<file path="src/sv/tcrd_pkg.sv">
// Shared types, constants and tables for the three-channel rank display.
`default_nettype none

package tcrd_pkg;

    // Fixed field widths of the item channels
    localparam int SAMPLE_IN_BITS      = 10;
    localparam int CHAN_BITS           = 5;
    localparam int SEG_BITS            = 7;
    localparam int DIGITS              = 3;
    localparam int SAMPLE_BITS_DEFAULT = 10;

    // Configuration port
    localparam int APB_ADDR_BITS = 4;
    localparam int APB_DATA_BITS = 32;

    // Channel register reset values
    localparam logic [CHAN_BITS-1:0] FIRST_CHAN_RST  = 5'd12;
    localparam logic [CHAN_BITS-1:0] SECOND_CHAN_RST = 5'd10;
    localparam logic [CHAN_BITS-1:0] THIRD_CHAN_RST  = 5'd8;

    // Register indexes (paddr[3:2])
    typedef enum logic [1:0] {
        REG_FIRST_CHAN  = 2'd0,
        REG_SECOND_CHAN = 2'd1,
        REG_THIRD_CHAN  = 2'd2
    } reg_idx_t;

    // Input action codes and result kinds share one encoding
    typedef enum logic {
        KIND_SAMPLE  = 1'b0,
        KIND_DISPLAY = 1'b1
    } kind_t;

    // Ranked channel numbers shown on the display
    typedef enum logic [1:0] {
        RANK_CH1 = 2'd1,
        RANK_CH2 = 2'd2,
        RANK_CH3 = 2'd3
    } rank_ch_t;

    // Slot / digit counter positions
    localparam logic [1:0] POS_0 = 2'd0;
    localparam logic [1:0] POS_1 = 2'd1;
    localparam logic [1:0] POS_2 = 2'd2;

    // Digit enable base pattern and idle value (all digits off, active low)
    localparam logic [DIGITS-1:0] DIGIT_ONE_HOT = 3'h1;
    localparam logic [DIGITS-1:0] DIGITS_OFF    = 3'h7;

    // Seven-segment codes for 0..9, bit0 = segment a
    localparam logic [SEG_BITS-1:0] SEG_TABLE [10] = '{
        7'h3F, 7'h06, 7'h5B, 7'h4F, 7'h66,
        7'h6D, 7'h7D, 7'h07, 7'h7F, 7'h6F
    };

endpackage

`default_nettype wire

</file>
<file path="src/sv/tcrd_in_if.sv">
// Input item channel: conversion results and display ticks.
`default_nettype none

interface tcrd_in_if;
    logic                                valid;
    logic                                ready;
    logic                                action;
    logic [tcrd_pkg::SAMPLE_IN_BITS-1:0] sample_value;

    modport source (output valid, output action, output sample_value, input ready);
    modport sink   (input valid, input action, input sample_value, output ready);
endinterface

`default_nettype wire

</file>
<file path="src/sv/tcrd_out_if.sv">
// Result item channel: next converter channel or driven display digit.
`default_nettype none

interface tcrd_out_if;
    logic                           valid;
    logic                           ready;
    logic                           result_kind;
    logic [tcrd_pkg::CHAN_BITS-1:0] next_channel;
    logic [tcrd_pkg::SEG_BITS-1:0]  segment_pattern;
    logic [tcrd_pkg::DIGITS-1:0]    digit_enable;

    modport source (
        output valid, output result_kind, output next_channel,
        output segment_pattern, output digit_enable, input ready
    );
    modport sink (
        input valid, input result_kind, input next_channel,
        input segment_pattern, input digit_enable, output ready
    );
endinterface

`default_nettype wire

</file>
<file path="src/sv/tcrd_rank.sv">
// Ranks three stored samples and returns the segment code for one rank position.
`default_nettype none

module tcrd_rank #(
    parameter int SAMPLE_BITS = tcrd_pkg::SAMPLE_BITS_DEFAULT
) (
    input  wire logic [SAMPLE_BITS-1:0]          samples [3],
    input  wire logic [1:0]                      position,
    output logic      [tcrd_pkg::SEG_BITS-1:0]   segment_pattern
);

    logic a_ge_b;
    logic a_ge_c;
    logic b_ge_a;
    logic b_ge_c;
    tcrd_pkg::rank_ch_t order [3];
    tcrd_pkg::rank_ch_t shown;

    assign a_ge_b = samples[0] >= samples[1];
    assign a_ge_c = samples[0] >= samples[2];
    assign b_ge_a = samples[1] >= samples[0];
    assign b_ge_c = samples[1] >= samples[2];

    // Ties go to the lower channel number
    always_comb
    begin
        if (a_ge_b && a_ge_c)
        begin
            order[0] = tcrd_pkg::RANK_CH1;
            order[1] = b_ge_c ? tcrd_pkg::RANK_CH2 : tcrd_pkg::RANK_CH3;
            order[2] = b_ge_c ? tcrd_pkg::RANK_CH3 : tcrd_pkg::RANK_CH2;
        end
        else if (b_ge_a && b_ge_c)
        begin
            order[0] = tcrd_pkg::RANK_CH2;
            order[1] = a_ge_c ? tcrd_pkg::RANK_CH1 : tcrd_pkg::RANK_CH3;
            order[2] = a_ge_c ? tcrd_pkg::RANK_CH3 : tcrd_pkg::RANK_CH1;
        end
        else
        begin
            order[0] = tcrd_pkg::RANK_CH3;
            order[1] = a_ge_b ? tcrd_pkg::RANK_CH1 : tcrd_pkg::RANK_CH2;
            order[2] = a_ge_b ? tcrd_pkg::RANK_CH2 : tcrd_pkg::RANK_CH1;
        end
    end

    always_comb
    begin
        case (position)
            tcrd_pkg::POS_1: shown = order[1];
            tcrd_pkg::POS_2: shown = order[2];
            default:         shown = order[0];
        endcase
    end

    assign segment_pattern = tcrd_pkg::SEG_TABLE[{2'b00, shown}];

endmodule

`default_nettype wire

</file>
<file path="src/sv/three_channel_rank_display_top.sv">
// Top level of the three-channel rank display: state, config port, result register.
//
//  channel | dir | fields                                              | handshake
//  --------+-----+-----------------------------------------------------+------------
//  in_ch   | in  | action, sample_value[9:0]                           | valid/ready
//  out_ch  | out | result_kind, next_channel[4:0], segment_pattern[6:0],| valid/ready
//          |     | digit_enable[2:0]                                   |
//  apb     | in  | psel, penable, pwrite, paddr[3:0], pwdata -> prdata | pready = 1
//
// One item per cycle while out_ch is not stalled: every item is worked out in a single
// combinational pass (3-way compare + segment lookup, or slot write + channel select)
// into the result register; out_ch.valid rises in the cycle after the accept.
// in_ch.ready is high while the result register is empty or being drained,
// so a stall on out_ch holds the pending result and blocks only new items.
// Reset zeroes samples, slot and scan digit; channel registers load 12, 10, 8.
`default_nettype none

module three_channel_rank_display_top #(
    parameter int SAMPLE_BITS = tcrd_pkg::SAMPLE_BITS_DEFAULT
) (
    input  wire logic                                clk,
    input  wire logic                                rst_n,
    tcrd_in_if.sink                                  in_ch,
    tcrd_out_if.source                               out_ch,
    input  wire logic                                psel,
    input  wire logic                                penable,
    input  wire logic                                pwrite,
    input  wire logic [tcrd_pkg::APB_ADDR_BITS-1:0]  paddr,
    input  wire logic [tcrd_pkg::APB_DATA_BITS-1:0]  pwdata,
    output logic      [tcrd_pkg::APB_DATA_BITS-1:0]  prdata,
    output logic                                     pready
);

    localparam int CB = tcrd_pkg::CHAN_BITS;

    // ---------------------------------------------------------------
    // Channel configuration registers
    // ---------------------------------------------------------------
    logic [CB-1:0] chan_reg [3];
    logic          cfg_wr;
    logic [1:0]    cfg_idx;
    logic [CB-1:0] cfg_rd;

    assign pready  = 1'b1;
    assign cfg_wr  = psel && penable && pwrite && pready;
    assign cfg_idx = paddr[3:2];

    always_ff @(posedge clk or negedge rst_n)
    begin
        if (!rst_n)
        begin
            chan_reg[0] <= tcrd_pkg::FIRST_CHAN_RST;
            chan_reg[1] <= tcrd_pkg::SECOND_CHAN_RST;
            chan_reg[2] <= tcrd_pkg::THIRD_CHAN_RST;
        end
        else if (cfg_wr)
        begin
            case (cfg_idx)
                tcrd_pkg::REG_FIRST_CHAN:  chan_reg[0] <= pwdata[CB-1:0];
                tcrd_pkg::REG_SECOND_CHAN: chan_reg[1] <= pwdata[CB-1:0];
                tcrd_pkg::REG_THIRD_CHAN:  chan_reg[2] <= pwdata[CB-1:0];
                default: ;  // no register there, write dropped
            endcase
        end
    end

    always_comb
    begin
        case (cfg_idx)
            tcrd_pkg::REG_FIRST_CHAN:  cfg_rd = chan_reg[0];
            tcrd_pkg::REG_SECOND_CHAN: cfg_rd = chan_reg[1];
            tcrd_pkg::REG_THIRD_CHAN:  cfg_rd = chan_reg[2];
            default:                   cfg_rd = '0;
        endcase
    end

    assign prdata = {{(tcrd_pkg::APB_DATA_BITS - CB){1'b0}}, cfg_rd};

    // ---------------------------------------------------------------
    // Sample store and counters
    // ---------------------------------------------------------------
    logic [SAMPLE_BITS-1:0] samples_reg [3];
    logic [1:0]             sample_slot_reg;
    logic [1:0]             sample_slot_next;
    logic [1:0]             scan_digit_reg;
    logic [1:0]             scan_digit_next;
    logic [1:0]             slot;
    logic [1:0]             dig;
    logic                   accept;
    logic                   is_sample;
    logic [SAMPLE_BITS-1:0] sample_in;

    assign accept    = in_ch.valid && in_ch.ready;
    assign is_sample = (in_ch.action == tcrd_pkg::KIND_SAMPLE);
    // Zero-extend or truncate the converter word to the stored width
    assign sample_in = SAMPLE_BITS'(in_ch.sample_value);

    // Count value 3 is unreachable; treated as position 0
    assign slot = (sample_slot_reg == 2'd3) ? tcrd_pkg::POS_0 : sample_slot_reg;
    assign dig  = (scan_digit_reg == 2'd3) ? tcrd_pkg::POS_0 : scan_digit_reg;

    assign sample_slot_next = (slot == tcrd_pkg::POS_2) ? tcrd_pkg::POS_0 : slot + 2'd1;
    assign scan_digit_next  = (dig == tcrd_pkg::POS_2) ? tcrd_pkg::POS_0 : dig + 2'd1;

    always_ff @(posedge clk or negedge rst_n)
    begin
        if (!rst_n)
        begin
            samples_reg[0]  <= '0;
            samples_reg[1]  <= '0;
            samples_reg[2]  <= '0;
            sample_slot_reg <= tcrd_pkg::POS_0;
            scan_digit_reg  <= tcrd_pkg::POS_0;
        end
        else if (accept)
        begin
            if (is_sample)
            begin
                case (slot)
                    tcrd_pkg::POS_1: samples_reg[1] <= sample_in;
                    tcrd_pkg::POS_2: samples_reg[2] <= sample_in;
                    default:         samples_reg[0] <= sample_in;
                endcase
                sample_slot_reg <= sample_slot_next;
            end
            else
            begin
                scan_digit_reg <= scan_digit_next;
            end
        end
    end

    // ---------------------------------------------------------------
    // Result computation
    // ---------------------------------------------------------------
    logic [tcrd_pkg::SEG_BITS-1:0] rank_seg;
    logic [CB-1:0]                 next_chan;
    logic [tcrd_pkg::DIGITS-1:0]   dig_en;

    tcrd_rank #(
        .SAMPLE_BITS (SAMPLE_BITS)
    ) u_rank (
        .samples         (samples_reg),
        .position        (dig),
        .segment_pattern (rank_seg)
    );

    always_comb
    begin
        case (sample_slot_next)
            tcrd_pkg::POS_1: next_chan = chan_reg[1];
            tcrd_pkg::POS_2: next_chan = chan_reg[2];
            default:         next_chan = chan_reg[0];
        endcase
    end

    assign dig_en = ~(tcrd_pkg::DIGIT_ONE_HOT << dig);

    // ---------------------------------------------------------------
    // Result register; refills in the same cycle it drains
    // ---------------------------------------------------------------
    logic                          out_valid_reg;
    logic                          kind_reg;
    logic [CB-1:0]                 next_channel_reg;
    logic [tcrd_pkg::SEG_BITS-1:0] segment_reg;
    logic [tcrd_pkg::DIGITS-1:0]   digit_en_reg;

    assign in_ch.ready = !out_valid_reg || out_ch.ready;

    always_ff @(posedge clk or negedge rst_n)
    begin
        if (!rst_n)
        begin
            out_valid_reg <= 1'b0;
        end
        else if (in_ch.ready)
        begin
            out_valid_reg <= in_ch.valid;
        end
    end

    always_ff @(posedge clk)
    begin
        if (accept)
        begin
            if (is_sample)
            begin
                kind_reg         <= tcrd_pkg::KIND_SAMPLE;
                next_channel_reg <= next_chan;
                segment_reg      <= '0;
                digit_en_reg     <= tcrd_pkg::DIGITS_OFF;
            end
            else
            begin
                kind_reg         <= tcrd_pkg::KIND_DISPLAY;
                next_channel_reg <= '0;
                segment_reg      <= rank_seg;
                digit_en_reg     <= dig_en;
            end
        end
    end

    assign out_ch.valid           = out_valid_reg;
    assign out_ch.result_kind     = kind_reg;
    assign out_ch.next_channel    = next_channel_reg;
    assign out_ch.segment_pattern = segment_reg;
    assign out_ch.digit_enable    = digit_en_reg;

    // ---------------------------------------------------------------
    // Assertions
    // ---------------------------------------------------------------
    a_slot_range: assert property (@(posedge clk) disable iff (!rst_n)
        sample_slot_reg != 2'd3)
        else $error("sample slot reached 3");

    a_digit_range: assert property (@(posedge clk) disable iff (!rst_n)
        scan_digit_reg != 2'd3)
        else $error("scan digit reached 3");

    a_display_one_digit: assert property (@(posedge clk) disable iff (!rst_n)
        (out_valid_reg && kind_reg == tcrd_pkg::KIND_DISPLAY)
            |-> ($countones(digit_en_reg) == 2 && next_channel_reg == '0))
        else $error("display result without exactly one digit low");

    a_sample_blank: assert property (@(posedge clk) disable iff (!rst_n)
        (out_valid_reg && kind_reg == tcrd_pkg::KIND_SAMPLE)
            |-> (digit_en_reg == tcrd_pkg::DIGITS_OFF && segment_reg == '0))
        else $error("sample result drives the display");

    a_tick_advances: assert property (@(posedge clk) disable iff (!rst_n)
        (accept && !is_sample) |=> (scan_digit_reg != $past(scan_digit_reg)
            && sample_slot_reg == $past(sample_slot_reg)))
        else $error("display tick did not advance only the scan digit");

endmodule

`default_nettype wire

</file>
<file path="src/flat_wrapper.sv">
// flat-port wrapper written by rule: the top's interface ports become plain ports
module three_channel_rank_display_top_flat 
#(
    parameter int SAMPLE_BITS = tcrd_pkg::SAMPLE_BITS_DEFAULT
)
  (clk, rst_n, psel, penable, pwrite, paddr, pwdata, prdata, pready, in_ch_valid, in_ch_action, in_ch_sample_value, in_ch_ready, out_ch_valid, out_ch_result_kind, out_ch_next_channel, out_ch_segment_pattern, out_ch_digit_enable, out_ch_ready);
  tcrd_in_if in_ch_i ();
  tcrd_out_if out_ch_i ();
  input  wire logic clk;
  input  wire logic rst_n;
  input  wire logic psel;
  input  wire logic penable;
  input  wire logic pwrite;
  input  wire logic [tcrd_pkg::APB_ADDR_BITS-1:0] paddr;
  input  wire logic [tcrd_pkg::APB_DATA_BITS-1:0] pwdata;
  output logic      [tcrd_pkg::APB_DATA_BITS-1:0] prdata;
  output logic pready;
  input wire logic [$bits(in_ch_i.valid)-1:0] in_ch_valid;
  input wire logic [$bits(in_ch_i.action)-1:0] in_ch_action;
  input wire logic [$bits(in_ch_i.sample_value)-1:0] in_ch_sample_value;
  output wire logic [$bits(in_ch_i.ready)-1:0] in_ch_ready;
  output wire logic [$bits(out_ch_i.valid)-1:0] out_ch_valid;
  output wire logic [$bits(out_ch_i.result_kind)-1:0] out_ch_result_kind;
  output wire logic [$bits(out_ch_i.next_channel)-1:0] out_ch_next_channel;
  output wire logic [$bits(out_ch_i.segment_pattern)-1:0] out_ch_segment_pattern;
  output wire logic [$bits(out_ch_i.digit_enable)-1:0] out_ch_digit_enable;
  input wire logic [$bits(out_ch_i.ready)-1:0] out_ch_ready;
  assign in_ch_i.valid = in_ch_valid;
  assign in_ch_i.action = in_ch_action;
  assign in_ch_i.sample_value = in_ch_sample_value;
  assign in_ch_ready = in_ch_i.ready;
  assign out_ch_valid = out_ch_i.valid;
  assign out_ch_result_kind = out_ch_i.result_kind;
  assign out_ch_next_channel = out_ch_i.next_channel;
  assign out_ch_segment_pattern = out_ch_i.segment_pattern;
  assign out_ch_digit_enable = out_ch_i.digit_enable;
  assign out_ch_i.ready = out_ch_ready;
  three_channel_rank_display_top #(.SAMPLE_BITS(SAMPLE_BITS)) u_core (.clk(clk), .rst_n(rst_n), .in_ch(in_ch_i), .out_ch(out_ch_i), .psel(psel), .penable(penable), .pwrite(pwrite), .paddr(paddr), .pwdata(pwdata), .prdata(prdata), .pready(pready));
endmodule
</file>
<file path="config.mk">
export PLATFORM = sky130hd
export DESIGN_NAME = three_channel_rank_display_top_flat
export DESIGN_NICKNAME = d
export VERILOG_FILES = /design/src/sv/tcrd_pkg.sv /design/src/sv/tcrd_in_if.sv /design/src/sv/tcrd_out_if.sv /design/src/sv/tcrd_rank.sv /design/src/sv/three_channel_rank_display_top.sv /design/src/flat_wrapper.sv
export SDC_FILE = /design/constraint.sdc
export NUM_CORES = 1
export LEC_CHECK = 0
export BUFFER_PORTS_ARGS = -buffer_cell sky130_fd_sc_hd__buf_4
export CAP_MARGIN = 25
export CORE_ASPECT_RATIO = 0.6
export CORE_MARGIN = 2
export CORE_UTILIZATION = 40
export DETAILED_ROUTE_END_ITERATION = 16
export GPL_ROUTABILITY_DRIVEN = 0
export PLACE_DENSITY = 0.71
export SLEW_MARGIN = 40
export SYNTH_ARGS = -nofsm -noshare
export SYNTH_HDL_FRONTEND = slang
export SYNTH_HIERARCHICAL = 1
export SYNTH_SLANG_ARGS = --single-unit
</file>
<file path="constraint.sdc">
create_clock -name clk -period 2.65 [get_ports clk]
set_clock_uncertainty 0.2 [all_clocks]
set_input_delay 0.1325 -clock clk [delete_from_list [all_inputs] [get_ports clk]]
set_output_delay 0.1325 -clock clk [all_outputs]
set_load 0.02 [all_outputs]
</file>
==> flow_metrics.env <==
export IMPL_synth_area_um2=3930
export IMPL_synthFlopType="dfrtp_1"
export IMPL_nNetsFinal=531
export IMPL_die_y_um=80.8
export IMPL_dpl_hpwl_um=6150
export IMPL_grt_max_degree=51
export IMPL_leakage_uw=0.00243
export IMPL_synth_warnings=6
export IMPL_ys_ff_latch=66
export IMPL_crit_chain="inv_1 -> ha_4 -> nand4_1 -> buf_4 -> nor3_2 -> o41ai_4 -> buf_6 -> nand2_4 -> mux2i_4 -> o311ai_4 -> nand2b_4 -> and2_4"
export IMPL_core_area_um2=9360
export IMPL_cts_buffers=9
export IMPL_vdd_drop_max_mv=0.556
export IMPL_viasPerCell=4.80
export IMPL_die_area_um2=10700
export IMPL_timing_rr_start="u_core/samples_reg[25]"
export IMPL_wirelength_um=8890
export IMPL_largest_register_ffs=30
export IMPL_port_buffers=47
export IMPL_start_util_pct=42.0
export IMPL_critPathLaunch="u_core/samples_reg[25]"
export IMPL_drc=0
export IMPL_async_reset_ff_share_pct=75.8
export IMPL_post_route_min_period_ps=2810
export IMPL_worst_path_stages=12
export IMPL_violations="negative setup slack"
export IMPL_antenna_found_initial=0
export IMPL_drt_iter0_markers=137
export IMPL_cp_slowest_cell="dfrtp_1"
export IMPL_die_x_um=132
export IMPL_detail_route_antenna_nets=0
export IMPL_htreeDepth=3
export IMPL_reg2reg_to="u_core/out_ch.segment_pattern[0]"
export IMPL_clk_pin_slew_ps=60
export IMPL_drive_gt1_share_pct=42.7
export IMPL_cts_root_buf="clkbuf_16"
export IMPL_grt_pass1_wl_um=14500
export IMPL_overflow=0
export IMPL_placed_area_um2=4490
export IMPL_path_buf_inv=3
export IMPL_endpoint_kind="flop"
export IMPL_finalWorstSetupSlack_ps=-156
export IMPL_cts_tree="done"
export IMPL_ctsLongestPathBuffers=2
export IMPL_outcome="finished with violations"
export IMPL_antennaDiodeCount=0
export IMPL_synth_edff_count=16
export IMPL_design_area_um2=5230
export IMPL_clock_latency_ps=330
export IMPL_syn_inst=337
export IMPL_power_density_nw_per_um2=1250
export IMPL_cts_sinks=66
export IMPL_hold_viol_final=0
export IMPL_rows=27
export IMPL_synth_most_common_cell="dfrtp_1"
export IMPL_synthTopCellsByCount="dfrtp_1 (45), mux2_2 (42), ha_1 (39)"
export IMPL_final_setup_viol_count=6
export IMPL_tns_ps=-612
export IMPL_drt_pass1_iter_count=4
export IMPL_synth_top_cell_area_share_pct=28.7
export IMPL_regArea_um2=1740
export IMPL_worst_setup_path_start_kind="flop"
export IMPL_maxSlewHeadroom_pct=54.5
export IMPL_r2r_cells=12
export IMPL_synth_distinct_cells=44
export IMPL_avgSynthCellArea_um2=11.7
export IMPL_cp_top_family="simple AND/OR/NAND/NOR gates"
export IMPL_crit_required_ps=2540
export IMPL_grt_pass1_vias=2867
export IMPL_pre_cts_slack_ps=-227
export IMPL_num_io_pins=105
export IMPL_syn_to_final_growth_pct=33.1
export IMPL_crit_end="u_core/out_ch.segment_pattern[0]"
export IMPL_final_max_slew_viol_count=0
export IMPL_fillers=779
export IMPL_ff2ff_setup_slack_ps=-160
export IMPL_hp_class="in2reg"
export IMPL_ys_seq_area_share_pct=44.2
export IMPL_synth_area_top_cells="dfrtp_1 (29%), ha_1 (12%), edfxtp_1 (12%)"
export IMPL_path_class="reg2reg"
export IMPL_multiInputGateArea_um2=2120
export IMPL_grt_usage_pct=17.6
export IMPL_worst_endpoint_arrival_ps=2690
export IMPL_drv_cap=0
export IMPL_wl_per_cell_um=15.5
export IMPL_num_vias=2749
export IMPL_period_share_pct=106
export IMPL_synth_top_area_cell="dfrtp_1"
export IMPL_worst_slew_pin_slew_ps=683
export IMPL_critical_path_max_stage_delay_ps=380
export IMPL_path_max_fanout=4
export IMPL_rsz0062_at_grt="true"
export IMPL_clock_fmax_mhz=356
routing by layer:
layer,GRT usage (%),routed length [um],vias to the layer above,part of all wire (%)
met5,0,0,-,0
met4,5.98,78,0,0.88
met3,5.06,389,8,4.4
met2,26.9,3920,60,44
met1,24.3,4510,1348,51
li1,-,-,1333,-
cell type report:
cell class	instances	share of cell area, %
Clock buffer	13	4.98
Clock inverter	3	0.287
Inverter	30	2.15
Multi-Input combinational cell	230	40.5
Sequential cell	66	33.2
Tap cell	130	3.11
Timing Repair Buffer	101	15.7
worst min path at each step:
stage               cells after the start  slack (ps)               endpoint         start
floorplan                               0        -360     u_core/chan_reg[0]         rst_n
global placement                        1          -2  u_core/samples_reg[6]         rst_n
detailed placement                      1          10  u_core/samples_reg[6]         rst_n
CTS                                     3          80    u_core/out_ch.valid  out_ch_ready
global route                            3         100    u_core/chan_reg[10]      paddr[3]
finish                                  3          90    u_core/out_ch.valid  out_ch_ready
kinds of logic after synthesis:
family / synth area share (%)
buf+inv: 9.49
other cells: 0.287
fa+ha+maj: 12.4
compound gates: 8.44
flops: 44.2
mux: 15.6
simple gates: 9.55
what timing repair did:
item / CTS / global route
setup buffers: 8 / 4
endpoints found under the setup margin: 6 / 6
resized for setup: 27 / 13
pin swaps: 18 / 8
hold endpoints to repair: 95 / 0
gates cloned: 0 / 0
hold buffers: 18 / 0
where the power goes:
| part | total, uW | switching [uW] | internal (uW) |
|---|---|---|---|
| Clock | 1110 | 431 | 680 |
| Sequential | 1730 | 263 | 1470 |
| Combinational | 3710 | 1800 | 1910 |
| Total | 6550 | 2490 | 4060 |
worst reg2reg max path, cell delays in order (launching register included):
cell and delay, ps:
dfrtp_1 380, inv_1 90, ha_4 290, nand4_1 150, buf_4 180, nor3_2 220
o41ai_4 120, buf_6 150, nand2_4 80, mux2i_4 250, o311ai_4 140, nand2b_4 160
and2_4 140
stage by stage:
step                hold slack [ps]  utilization, %  total power, uW  std cells
finish                         88.4            55.9             6550        573
global route                    102            55.9             6980        573
CTS                            76.2            55.1             6290        569
detailed placement             12.5            48.0             4690        528
global placement              -1.59            48.0             4590        528
floorplan                      -363               -             3820        363
cells in the final DEF (no fill, tap or decap), types with 3 or more instances in the layout:
cell,instances
nand4_1,4
nand2_1,13
clkbuf_16,9
buf_4,80
inv_1,28
ha_4,5
clkinv_2,3
a21oi_1,5
nor2b_1,8
and2_1,8
nor3_1,5
mux2i_1,5
a21o_1,4
nand3_1,7
mux2_2,42
dfstp_2,5
edfxtp_1,16
a221oi_1,6
mux2_4,5
a21oi_2,4
dfrtp_1,45
ha_1,34
conb_1,29
o21ai_0,7
dlygate4sd3_1,18
o21ai_2,4
Power figures use the tool's default switching activity.
